$ cat src/sv/exact_odd_divide_mod_pow2_core_macros.svh
// ----------------------------------------------------------------------------
// exact odd divide assertion macros
// shared concurrent assertion forms for the exact odd divide core
// ----------------------------------------------------------------------------
`ifndef EXACT_ODD_DIVIDE_MOD_POW2_CORE_MACROS_SVH
`define EXACT_ODD_DIVIDE_MOD_POW2_CORE_MACROS_SVH

// same-cycle implication, checked out of reset
`define EODM_ASSERT_NOW(name, clk, rst_n, ante, cons) \
    name: assert property (@(posedge clk) disable iff (!rst_n) (ante) |-> (cons)) \
        else $error("eodm assertion failed");

// next-cycle implication, checked out of reset
`define EODM_ASSERT_NEXT(name, clk, rst_n, ante, cons) \
    name: assert property (@(posedge clk) disable iff (!rst_n) (ante) |=> (cons)) \
        else $error("eodm assertion failed");

`endif

$ cat src/sv/eodm_pkg.sv
// ----------------------------------------------------------------------------
// eodm_pkg
// width codes, control group and masks for the exact odd divide core
// ----------------------------------------------------------------------------
package eodm_pkg;

    localparam int unsigned FIELD_W = 64;

    typedef enum logic [1:0] {
        MODE_W8  = 2'd0,
        MODE_W16 = 2'd1,
        MODE_W32 = 2'd2,
        MODE_W64 = 2'd3
    } eodm_mode_t;

    typedef struct packed {
        logic       valid;
        logic       even;
        eodm_mode_t mode;
    } eodm_ctrl_t;

    function automatic logic [FIELD_W-1:0] mode_mask(eodm_mode_t mode);
        logic [FIELD_W-1:0] m;
        unique case (mode)
            MODE_W8:  m = 64'h0000_0000_0000_00ff;
            MODE_W16: m = 64'h0000_0000_0000_ffff;
            MODE_W32: m = 64'h0000_0000_ffff_ffff;
            MODE_W64: m = 64'hffff_ffff_ffff_ffff;
            default:  m = 64'hffff_ffff_ffff_ffff;
        endcase
        return m;
    endfunction

endpackage

$ cat src/sv/eodm_stage.sv
// ----------------------------------------------------------------------------
// eodm_stage
// one quotient bit: conditional add of the shifted correction term
// ----------------------------------------------------------------------------
`include "exact_odd_divide_mod_pow2_core_macros.svh"

module eodm_stage #(
    parameter int unsigned MAX_WIDTH = 64,
    parameter int unsigned BIT       = 0
) (
    input  logic                    clk,
    input  logic                    rst_n,
    input  logic                    en,
    input  eodm_pkg::eodm_ctrl_t    ctrl_in,
    input  logic [MAX_WIDTH-1:0]    acc_in,
    input  logic [MAX_WIDTH-1:0]    term_in,
    output eodm_pkg::eodm_ctrl_t    ctrl_out,
    output logic [MAX_WIDTH-1:0]    acc_out,
    output logic [MAX_WIDTH-1:0]    term_out
);

    eodm_pkg::eodm_ctrl_t   ctrl_reg;
    logic [MAX_WIDTH-1:0]   acc_reg;
    logic [MAX_WIDTH-1:0]   term_reg;
    logic [MAX_WIDTH-1:0]   acc_next;
    logic [MAX_WIDTH-1:0]   term_next;

    always_comb
    begin
        acc_next  = acc_in[BIT] ? (acc_in + term_in) : acc_in;
        term_next = term_in << 1;
    end

    always_ff @(posedge clk or negedge rst_n)
    begin
        if (!rst_n)
        begin
            ctrl_reg <= '0;
        end
        else if (en)
        begin
            ctrl_reg <= ctrl_in;
        end
    end

    always_ff @(posedge clk)
    begin
        if (en)
        begin
            acc_reg  <= acc_next;
            term_reg <= term_next;
        end
    end

    assign ctrl_out = ctrl_reg;
    assign acc_out  = acc_reg;
    assign term_out = term_reg;

    // with an odd divisor the term is even at this bit, so the bit is final
    `EODM_ASSERT_NEXT(a_bit_settled, clk, rst_n,
        en && ctrl_in.valid && !ctrl_in.even && !term_in[BIT],
        acc_reg[BIT] == $past(acc_in[BIT]))

endmodule

$ cat config.mk
export PLATFORM = sky130hd
export DESIGN_NAME = eodm_stage
export DESIGN_NICKNAME = d
export VERILOG_FILES = /design/src/sv/eodm_pkg.sv /design/src/sv/eodm_stage.sv
export VERILOG_INCLUDE_DIRS = /design/src /design/src/sv
export SDC_FILE = /design/constraint.sdc
export NUM_CORES = 1
export LEC_CHECK = 0
export ABC_AREA = 1
export BUFFER_PORTS_ARGS = -buffer_cell sky130_fd_sc_hd__buf_2
export CAP_MARGIN = 0
export CORE_UTILIZATION = 30
export CTS_CLUSTER_SIZE = 12
export DETAILED_ROUTE_END_ITERATION = 10
export SLEW_MARGIN = 0
export SYNTH_ARGS = -nofsm -noshare
export SYNTH_HDL_FRONTEND = slang
export SYNTH_SLANG_ARGS = --single-unit
$ cat constraint.sdc
create_clock -name clk -period 1.2 [get_ports clk]
set_input_delay 0.12 -clock clk [delete_from_list [all_inputs] [get_ports clk]]
set_output_delay 0.12 -clock clk [all_outputs]
set_load 0.01 [all_outputs]
After elaboration in Yosys (flattened, before gate mapping)
Cells that the tools add are included.
- $add $sub $neg: 1
- muxes and demuxes: 1
- operator list (operator ; number):
    $add A64 B64 Y64 ; 1
    $mux W64 ; 1
- register bits after elaboration: 131
- input port bits: 135
- output and inout port bits: 132
- logic and storage cells: 8

Longest topological paths before layout
Gate-level depths: netlist of run 1.
- depth after elaboration: 2
- mapped depth: 15
- gate-level depth less buffers: 15

Worst setup path before layout of run 1
OpenSTA, ideal clock, no wires.
- path type: input to register
- start: in acc_in[0]
- end: reg acc_reg[62], in the netlist acc_out[62], data pin
- setup time: 0.254 ns
- data arrival time: 1.603 ns
- required time: 0.946 ns
- slack: -0.656 ns
- stages: 14
- path buffers: 0
- cell sequence: ha_1 -> fa_1 -> nand3_1 -> nand3_2 -> nand2_1 -> nand2_1 -> nand2_1 -> nand2_1 -> nand2_1 -> nand2_2 -> nand2_1 -> nand3_1 -> nand3_1 -> nand2_1
- cells in the longest elaborated chain, start to end: 2
- RTL lines (element ; line ; RTL):
    start, declared ; eodm_stage.sv:15 ; input logic [MAX_WIDTH-1:0] acc_in,
    $add A64 B64 Y64 ; eodm_stage.sv:30 ; acc_next = acc_in[BIT] ? (acc_in + term_in) : acc_in;
    $mux W64 (*) ; eodm_stage.sv:30 ;
    via acc_next[62] ; eodm_stage.sv:25 ; logic [MAX_WIDTH-1:0] acc_next;
    end signal, assigned ; eodm_stage.sv:50 ; acc_reg <= acc_next;
    end, declared ; eodm_stage.sv:23 ; logic [MAX_WIDTH-1:0] acc_reg;
Mark *: on every way through the listed nets, which the timed path passes. The rest lies on a longest branch.
A chain may end at the register's enable or synchronous reset.

Worst setup path in the final report of run 1
- start: in acc_in[5]
- end: reg acc_reg[27], in the netlist acc_out[27], data pin
- cells in the longest elaborated chain, start to end: 2
- RTL lines (element ; line):
    $add A64 B64 Y64 ; eodm_stage.sv:30
    $mux W64 ; eodm_stage.sv:30
    via acc_next[27] ; eodm_stage.sv:25
The timed path passes the listed nets, and every way through them passes these cells.

==> results of run 1 <==
[flip-flops by register name, summed over array words and instances (netlist names)]
register,count
ctrl_out,4
acc_out,64
term_out,63
[what timing repair did]
item,in CTS,in global routing
gates resized for setup,368,243
buffers inserted,23,29
hold endpoints to repair,101,2
pin swaps,146,124
hold buffers,98,2
setup endpoints to repair,59,63
[cells in the final DEF, fill, tap and decap left out, types with 55 or more instances in the layout]
cell type,netlist,routed
buf_6,0,87
ha_4,0,59
nand2_2,15,142
edfxtp_1,127,127
nand3_1,78,55
inv_1,303,264
nand2_4,0,77
buf_2,1,213
buf_4,1,195
nand2_1,670,463
dlygate4sd3_1,0,100
[area by class of cell]
class                   instances  area (sq um)
clock buffers                  19         432.9
inverters                     314          1194
repair buffers                618          4886
multi-input cells            1103          8177
diodes                          1         2.502
flip-flops and latches        131          3914
clock inverters                13         160.2
well taps                     455         569.3
fillers                      3213         15210
[through the flow]
stage	TNS (ps)	setup WS [ps]	instance area [sq um]	total power, mW
CTS	-12090	-356.5	18260	18.21
finish	-14620	-373.5	19330	18.72
detailed placement	-48640	-1036	15110	11.59
global route	-18700	-448.4	19330	19.65
floorplan	-16800	-503.6	11610	8.901
global placement	-48190	-1101	15110	11.56
[kinds of logic after synthesis]
group,count (synthesis),synth area share
adders and majority gates,64,0.07670
DFF,131,0.3714
AOI/OAI and AO/OA,79,0.03823
muxes,4,0.004274
xor gates and xnor gates,28,0.02327
other,1,0.0003559
buffers and inverters,328,0.1173
and+or+nand+nor,927,0.3684
[worst paths after layout]
| path | from | to | slack [ps] | cells after the start |
|---|---|---|---|---|
| min in group asynchronous | rst_n | ctrl_out[1] | 600 | 3 |
| setup / recovery | acc_in[5] | acc_out[27] | -370 | 15 |
| max in group asynchronous | rst_n | ctrl_out[0] | 440 | 3 |
| hold reg to reg | ctrl_out[1] | ctrl_out[1] | 510 | 1 |
| setup reg to reg | ctrl_out[2] | ctrl_out[2] | 440 | 1 |
| hold / removal | acc_in[1] | acc_out[1] | 20 | 3 |
[worst max-delay path, cell delays in order]
cell and delay, ps:
buf_8 100, ha_4 260, nand2_4 90, inv_2 50, nand2_2 70, nand2_2 60, nand2_2 60, nand2_2 70
buf_6 120, o21ai_4 210, nand2_4 120, buf_6 140, buf_6 110, xnor2_2 100, o21ai_1 80
[layer usage]
metal,vias up,GRT usage,part of all wire
li1,6068,-,-
met1,5519,0.3209,0.47
met2,262,0.3824,0.47
met3,27,0.04059,0.044
met4,0,0.04373,0.010
met5,-,0,0
[power breakdown]
| part | internal [mW] | switching [mW] | total [mW] |
|---|---|---|---|
| combinational | 3.51 | 4.09 | 7.60 |
| sequential | 5.57 | 0.125 | 5.69 |
| clock | 3.26 | 2.17 | 5.43 |
| total | 12.3 | 6.39 | 18.7 |
==> metrics, run 1 <==
wire per inst=15.93 microns; Synth Register Bits=~130; CP Data Arrival Time=1760 ps; Final Routed Wirelength=42280 microns; FP Rows=slightly below 70; nets=around 2400; Pins Over Slew Limit=0; die height=around 190 microns; core area=0.03454 sq mm; layout cell share with drive strength beyond 1=0.4864; Static Leak=9.705 nW; Crit Path Class=in -> reg; GRT Util Overall=0.2330; Final Critical Period=~1600 ps; Synth top area share=0.3619; syn_nets=1761; width of the die=roughly 190 microns; CP required=1390 ps; Starting DRT DRC Count=around 640; Async S/R FF share, synth=0.03053; violated checks=setup timing; Overflow after GRT=0; CTS buffer count=17; largest net degree at the start of global routing=58; number of synthesized flops with an enable pin=127; Setup-failing EPs final=60; die area=0.03588 sq mm; clk root buf=clkbuf_16; cell taking the most area after synthesis=edfxtp_1; Port Buffers=265; Fmax achieved=approximately 640 MHz; antenna violations before repair=1; Worst-path clk slew=70 ps; DRC viols=0; Worst Setup End Kind=register; synth top area cells=edfxtp_1 (36%), nand2_1 (24%), inv_1 (11%); CTS max path bufs=2; PD cells=slightly below 1000 mW/mm^2; HPWL Detailed=32110 microns; most frequent cells after synthesis=nand2_1 (670), inv_1 (303), edfxtp_1 (127); clock sink total=131; TritonCTS clock tree=yes; min-delay worst type=in -> reg; Pre-antenna DRT Iters=5; clock latency on the worst-skew pair=around 440 ps; register area share after synthesis=0.3714; Synth cell types=34; H-Tree Depth=4; GPL Wtd Cong=just under 0.9; Slew HR=0.6148; crit start category=primary input; # placed instances=about 2500; VDD IR max=0.9693 mV; Max-Cap Viols=0; hold_ws=15.21 ps; most common cell in the netlist=nand2_1; # IOs=267; dominant synthesized flop cell=edfxtp_1; area grow syn2layout=83.48%; status=finished, violations left; CP Max Fanout=4; DRT antenna net count=0; fin cells=2654; YS warnings=0; utilization after layout=0.5597; global-route wire length before repair=approximately 64000 microns; RSZ-0062 raised after global routing=true; post-synthesis average cell area=6.746 sq um; Post-Syn Area=0.01054 sq mm; final-report hold violation count=0; Post-Syn Instances=1562; routed vias/inst=4.475; vias in the first global route=11785; initial core utilization=0.3051; Tcrit/Tclk final=1.311; vias post-DR=between 10000 and 15000; clk_skew=0 ps; setup ws final=-373.5 ps; worst-margin pin slew=577.7 ps
(Power assumes the default switching activity.)
==> run 2: changes to the inputs <==
Settings changed: HOLD_SLACK_MARGIN from default to 0.03, PLACE_DENSITY from default to 0.52.
==> run 2 against run 1 <==
Against the previous run:
- the run still ends with setup timing left
- via count is 0.28% lower
- sequential share of layout area is 0.18 points lower
- register-to-register slack hardly changed
- count of clock-buffer cells in the layout is 2 lower
- critical path depth is 4 lower
- design area is 0.91% higher
- wire length is 2.3% higher
- die area stayed put
- cell count is 0.60% higher
- utilization is 0.51 points higher
==> metrics, run 2 (same netlist as run 1, synthesis figures left out) <==
Static Leak=9.789 nW (was 9.705 nW); die area=0.03588 sq mm (unchanged); HPWL Detailed=32830 microns (was 32110 microns); DRC viols=0 (unchanged); clock latency on the worst-skew pair=460 ps (was 440 ps); final-report hold violation count=0 (unchanged); layout cell share with drive strength beyond 1=0.4794 (was 0.4864); Pins Over Slew Limit=0 (unchanged); H-Tree Depth=4 (unchanged); worst-margin pin slew=626.0 ps (was 577.7 ps); GPL Wtd Cong=0.9239 (was 0.8947); clk_skew=0 ps (unchanged); Worst path slowest cell=fa_2 (was ha_4); Tcrit/Tclk final=1.292 (was 1.311); # IOs=267 (unchanged); Max-Cap Viols=0 (unchanged); vias post-DR=11843 (was 11876); Overflow after GRT=0 (unchanged); DP Worst Slack=-1047 ps (was -1036 ps); clk root buf=clkbuf_16 (unchanged); core area=0.03454 sq mm (unchanged); Slew HR=0.5827 (was 0.6148); Worst Setup End Kind=register (unchanged); Port Buffers=265 (unchanged); hold_ws=44.99 ps (was 15.21 ps); Crit Path Class=in -> reg (unchanged); width of the die=189.4 microns (unchanged); status=finished, violations left (unchanged); VDD IR max=1.029 mV (was 0.9693 mV); vias in the first global route=11858 (was 11785); PD cells=969.8 mW/mm^2 (was 968.4 mW/mm^2); Starting DRT DRC Count=592 (was 639); largest net degree at the start of global routing=57 (was 58); CP Max Fanout=3 (was 4); CP Data Arrival Time=1760 ps (about the same); CTS buffer count=17 (unchanged); Setup-failing EPs final=61 (was 60); die height=189.4 microns (unchanged); r2r setup slk=430 ps (was 440 ps); clock sink total=131 (unchanged); ordered list of cells on the worst path=buf_8, ha_4, fa_2, nand3_1, nand3_4, buf_4, buf_6, buf_6, buf_4, xnor2_2, o21ai_1 (was buf_8, ha_4, nand2_4, inv_2, nand2_2, nand2_2, nand2_2, nand2_2, buf_6, o21ai_4, nand2_4, buf_6, buf_6, xnor2_2, o21ai_1); Worst-path clk slew=70 ps (about the same); most common cell after layout, fill and taps aside=nand2_1 (unchanged); Largest stage delay, worst path=390 ps (was 260 ps); setup TNS=-13910 ps (was -14620 ps); min-delay worst type=in -> reg (unchanged); antenna violations before repair=3 (was 1); routed vias/inst=4.436 (was 4.475); GRT Util Overall=0.2425 (was 0.2330); most frequent cells in the layout=nand2_1 (480), inv_1 (269), buf_2 (208) (was nand2_1 (463), inv_1 (264), buf_2 (213)); initial core utilization=0.3051 (unchanged); wire per inst=16.20 microns (was 15.93 microns); Final Routed Wirelength=43250 microns (was 42280 microns); CTS max path bufs=2 (unchanged); FP Rows=68 (unchanged); violated checks=setup timing (unchanged); crit start category=primary input (unchanged); DRT antenna net count=0 (unchanged); TritonCTS clock tree=yes (unchanged); nets=2399 (was 2384); Pre-antenna DRT Iters=5 (unchanged); Final Critical Period=1551 ps (was 1574 ps); max reg flops=64 (unchanged); RSZ-0062 raised after global routing=true (unchanged); setup ws final=-350.8 ps (was -373.5 ps); CP required=1410 ps (was 1390 ps); global-route wire length before repair=65610 microns (was 64030 microns); Fmax achieved=644.8 MHz (was 635.5 MHz); area grow syn2layout=85.16% (was 83.48%)
[run 2: cell count changes in the layout (fill, tap and decap cells not counted), moves of 8 or more]
cell           delta
nand2_1          +17
dlygate4sd3_1    +15
nand2_2          -13
nor2_2           +10
nand3_1           -8
[run 2: layout make-up]
cell class	count	area [sq um]
Tap cell	455	569.3
Sequential cell	131	3914
Clock buffer	17	425.4
Antenna cell	2	5.005
Fill cell	3269	15030
Inverter	314	1186
Timing Repair Buffer	633	5070
Multi-Input combinational cell	1103	8183
Clock inverter	15	158.9
[run 2: worst max-delay path, delay by kind of cell]
family	cells	cell delay, ps
buffers and inverters	5	590
adders and majority gates	2	550
AOI/OAI and AO/OA	1	80
xor gates and xnor gates	1	130
and+or+nand+nor	2	280
[run 2: worst paths after layout]
| check | startpoint | endpoint | depth (start not counted) |
|---|---|---|---|
| max reg2reg | ctrl_out[3] | ctrl_out[3] | 1 |
| max in group asynchronous | rst_n | ctrl_out[1] | 3 |
| min | acc_in[46] | acc_out[46] | 4 |
| min reg2reg | ctrl_out[1] | ctrl_out[1] | 1 |
| min in group asynchronous | rst_n | ctrl_out[2] | 3 |
| max | term_in[0] | acc_out[10] | 11 |
[run 2: metrics by stage]
| step | total power [mW] | area, sq um | std cells | util |
|---|---|---|---|---|
| global placement | 11.64 | 15100 | 2477 | 0.4372 |
| finish | 18.92 | 19510 | 2670 | 0.5648 |
| floorplan | 8.901 | 11610 | 1562 | - |
| CTS | 18.51 | 18660 | 2648 | 0.5401 |
| detailed placement | 11.66 | 15100 | 2477 | 0.4372 |
| global route | 19.84 | 19510 | 2668 | 0.5647 |
[run 2: timing repair]
action	4_1_cts	5_1_grt
resized for setup	433	166
pin swaps	154	110
setup endpoints to repair	61	62
hold endpoints to repair	123	1
buffers inserted	30	23
hold buffers	114	1
[run 2: power breakdown]
| group | internal [mW] | leakage (nW) | total (mW) | switching (mW) |
|---|---|---|---|---|
| logic | 3.65 | 8.22 | 7.77 | 4.12 |
| clock network | 2.94 | 0.286 | 5.46 | 2.52 |
| registers | 5.56 | 1.29 | 5.69 | 0.130 |
[run 2: routing by layer]
layer,GRT usage,share of wire
met1,0.3374,0.48
met5,0,0.00055
met4,0.06824,0.018
met2,0.3856,0.46
met3,0.03948,0.049
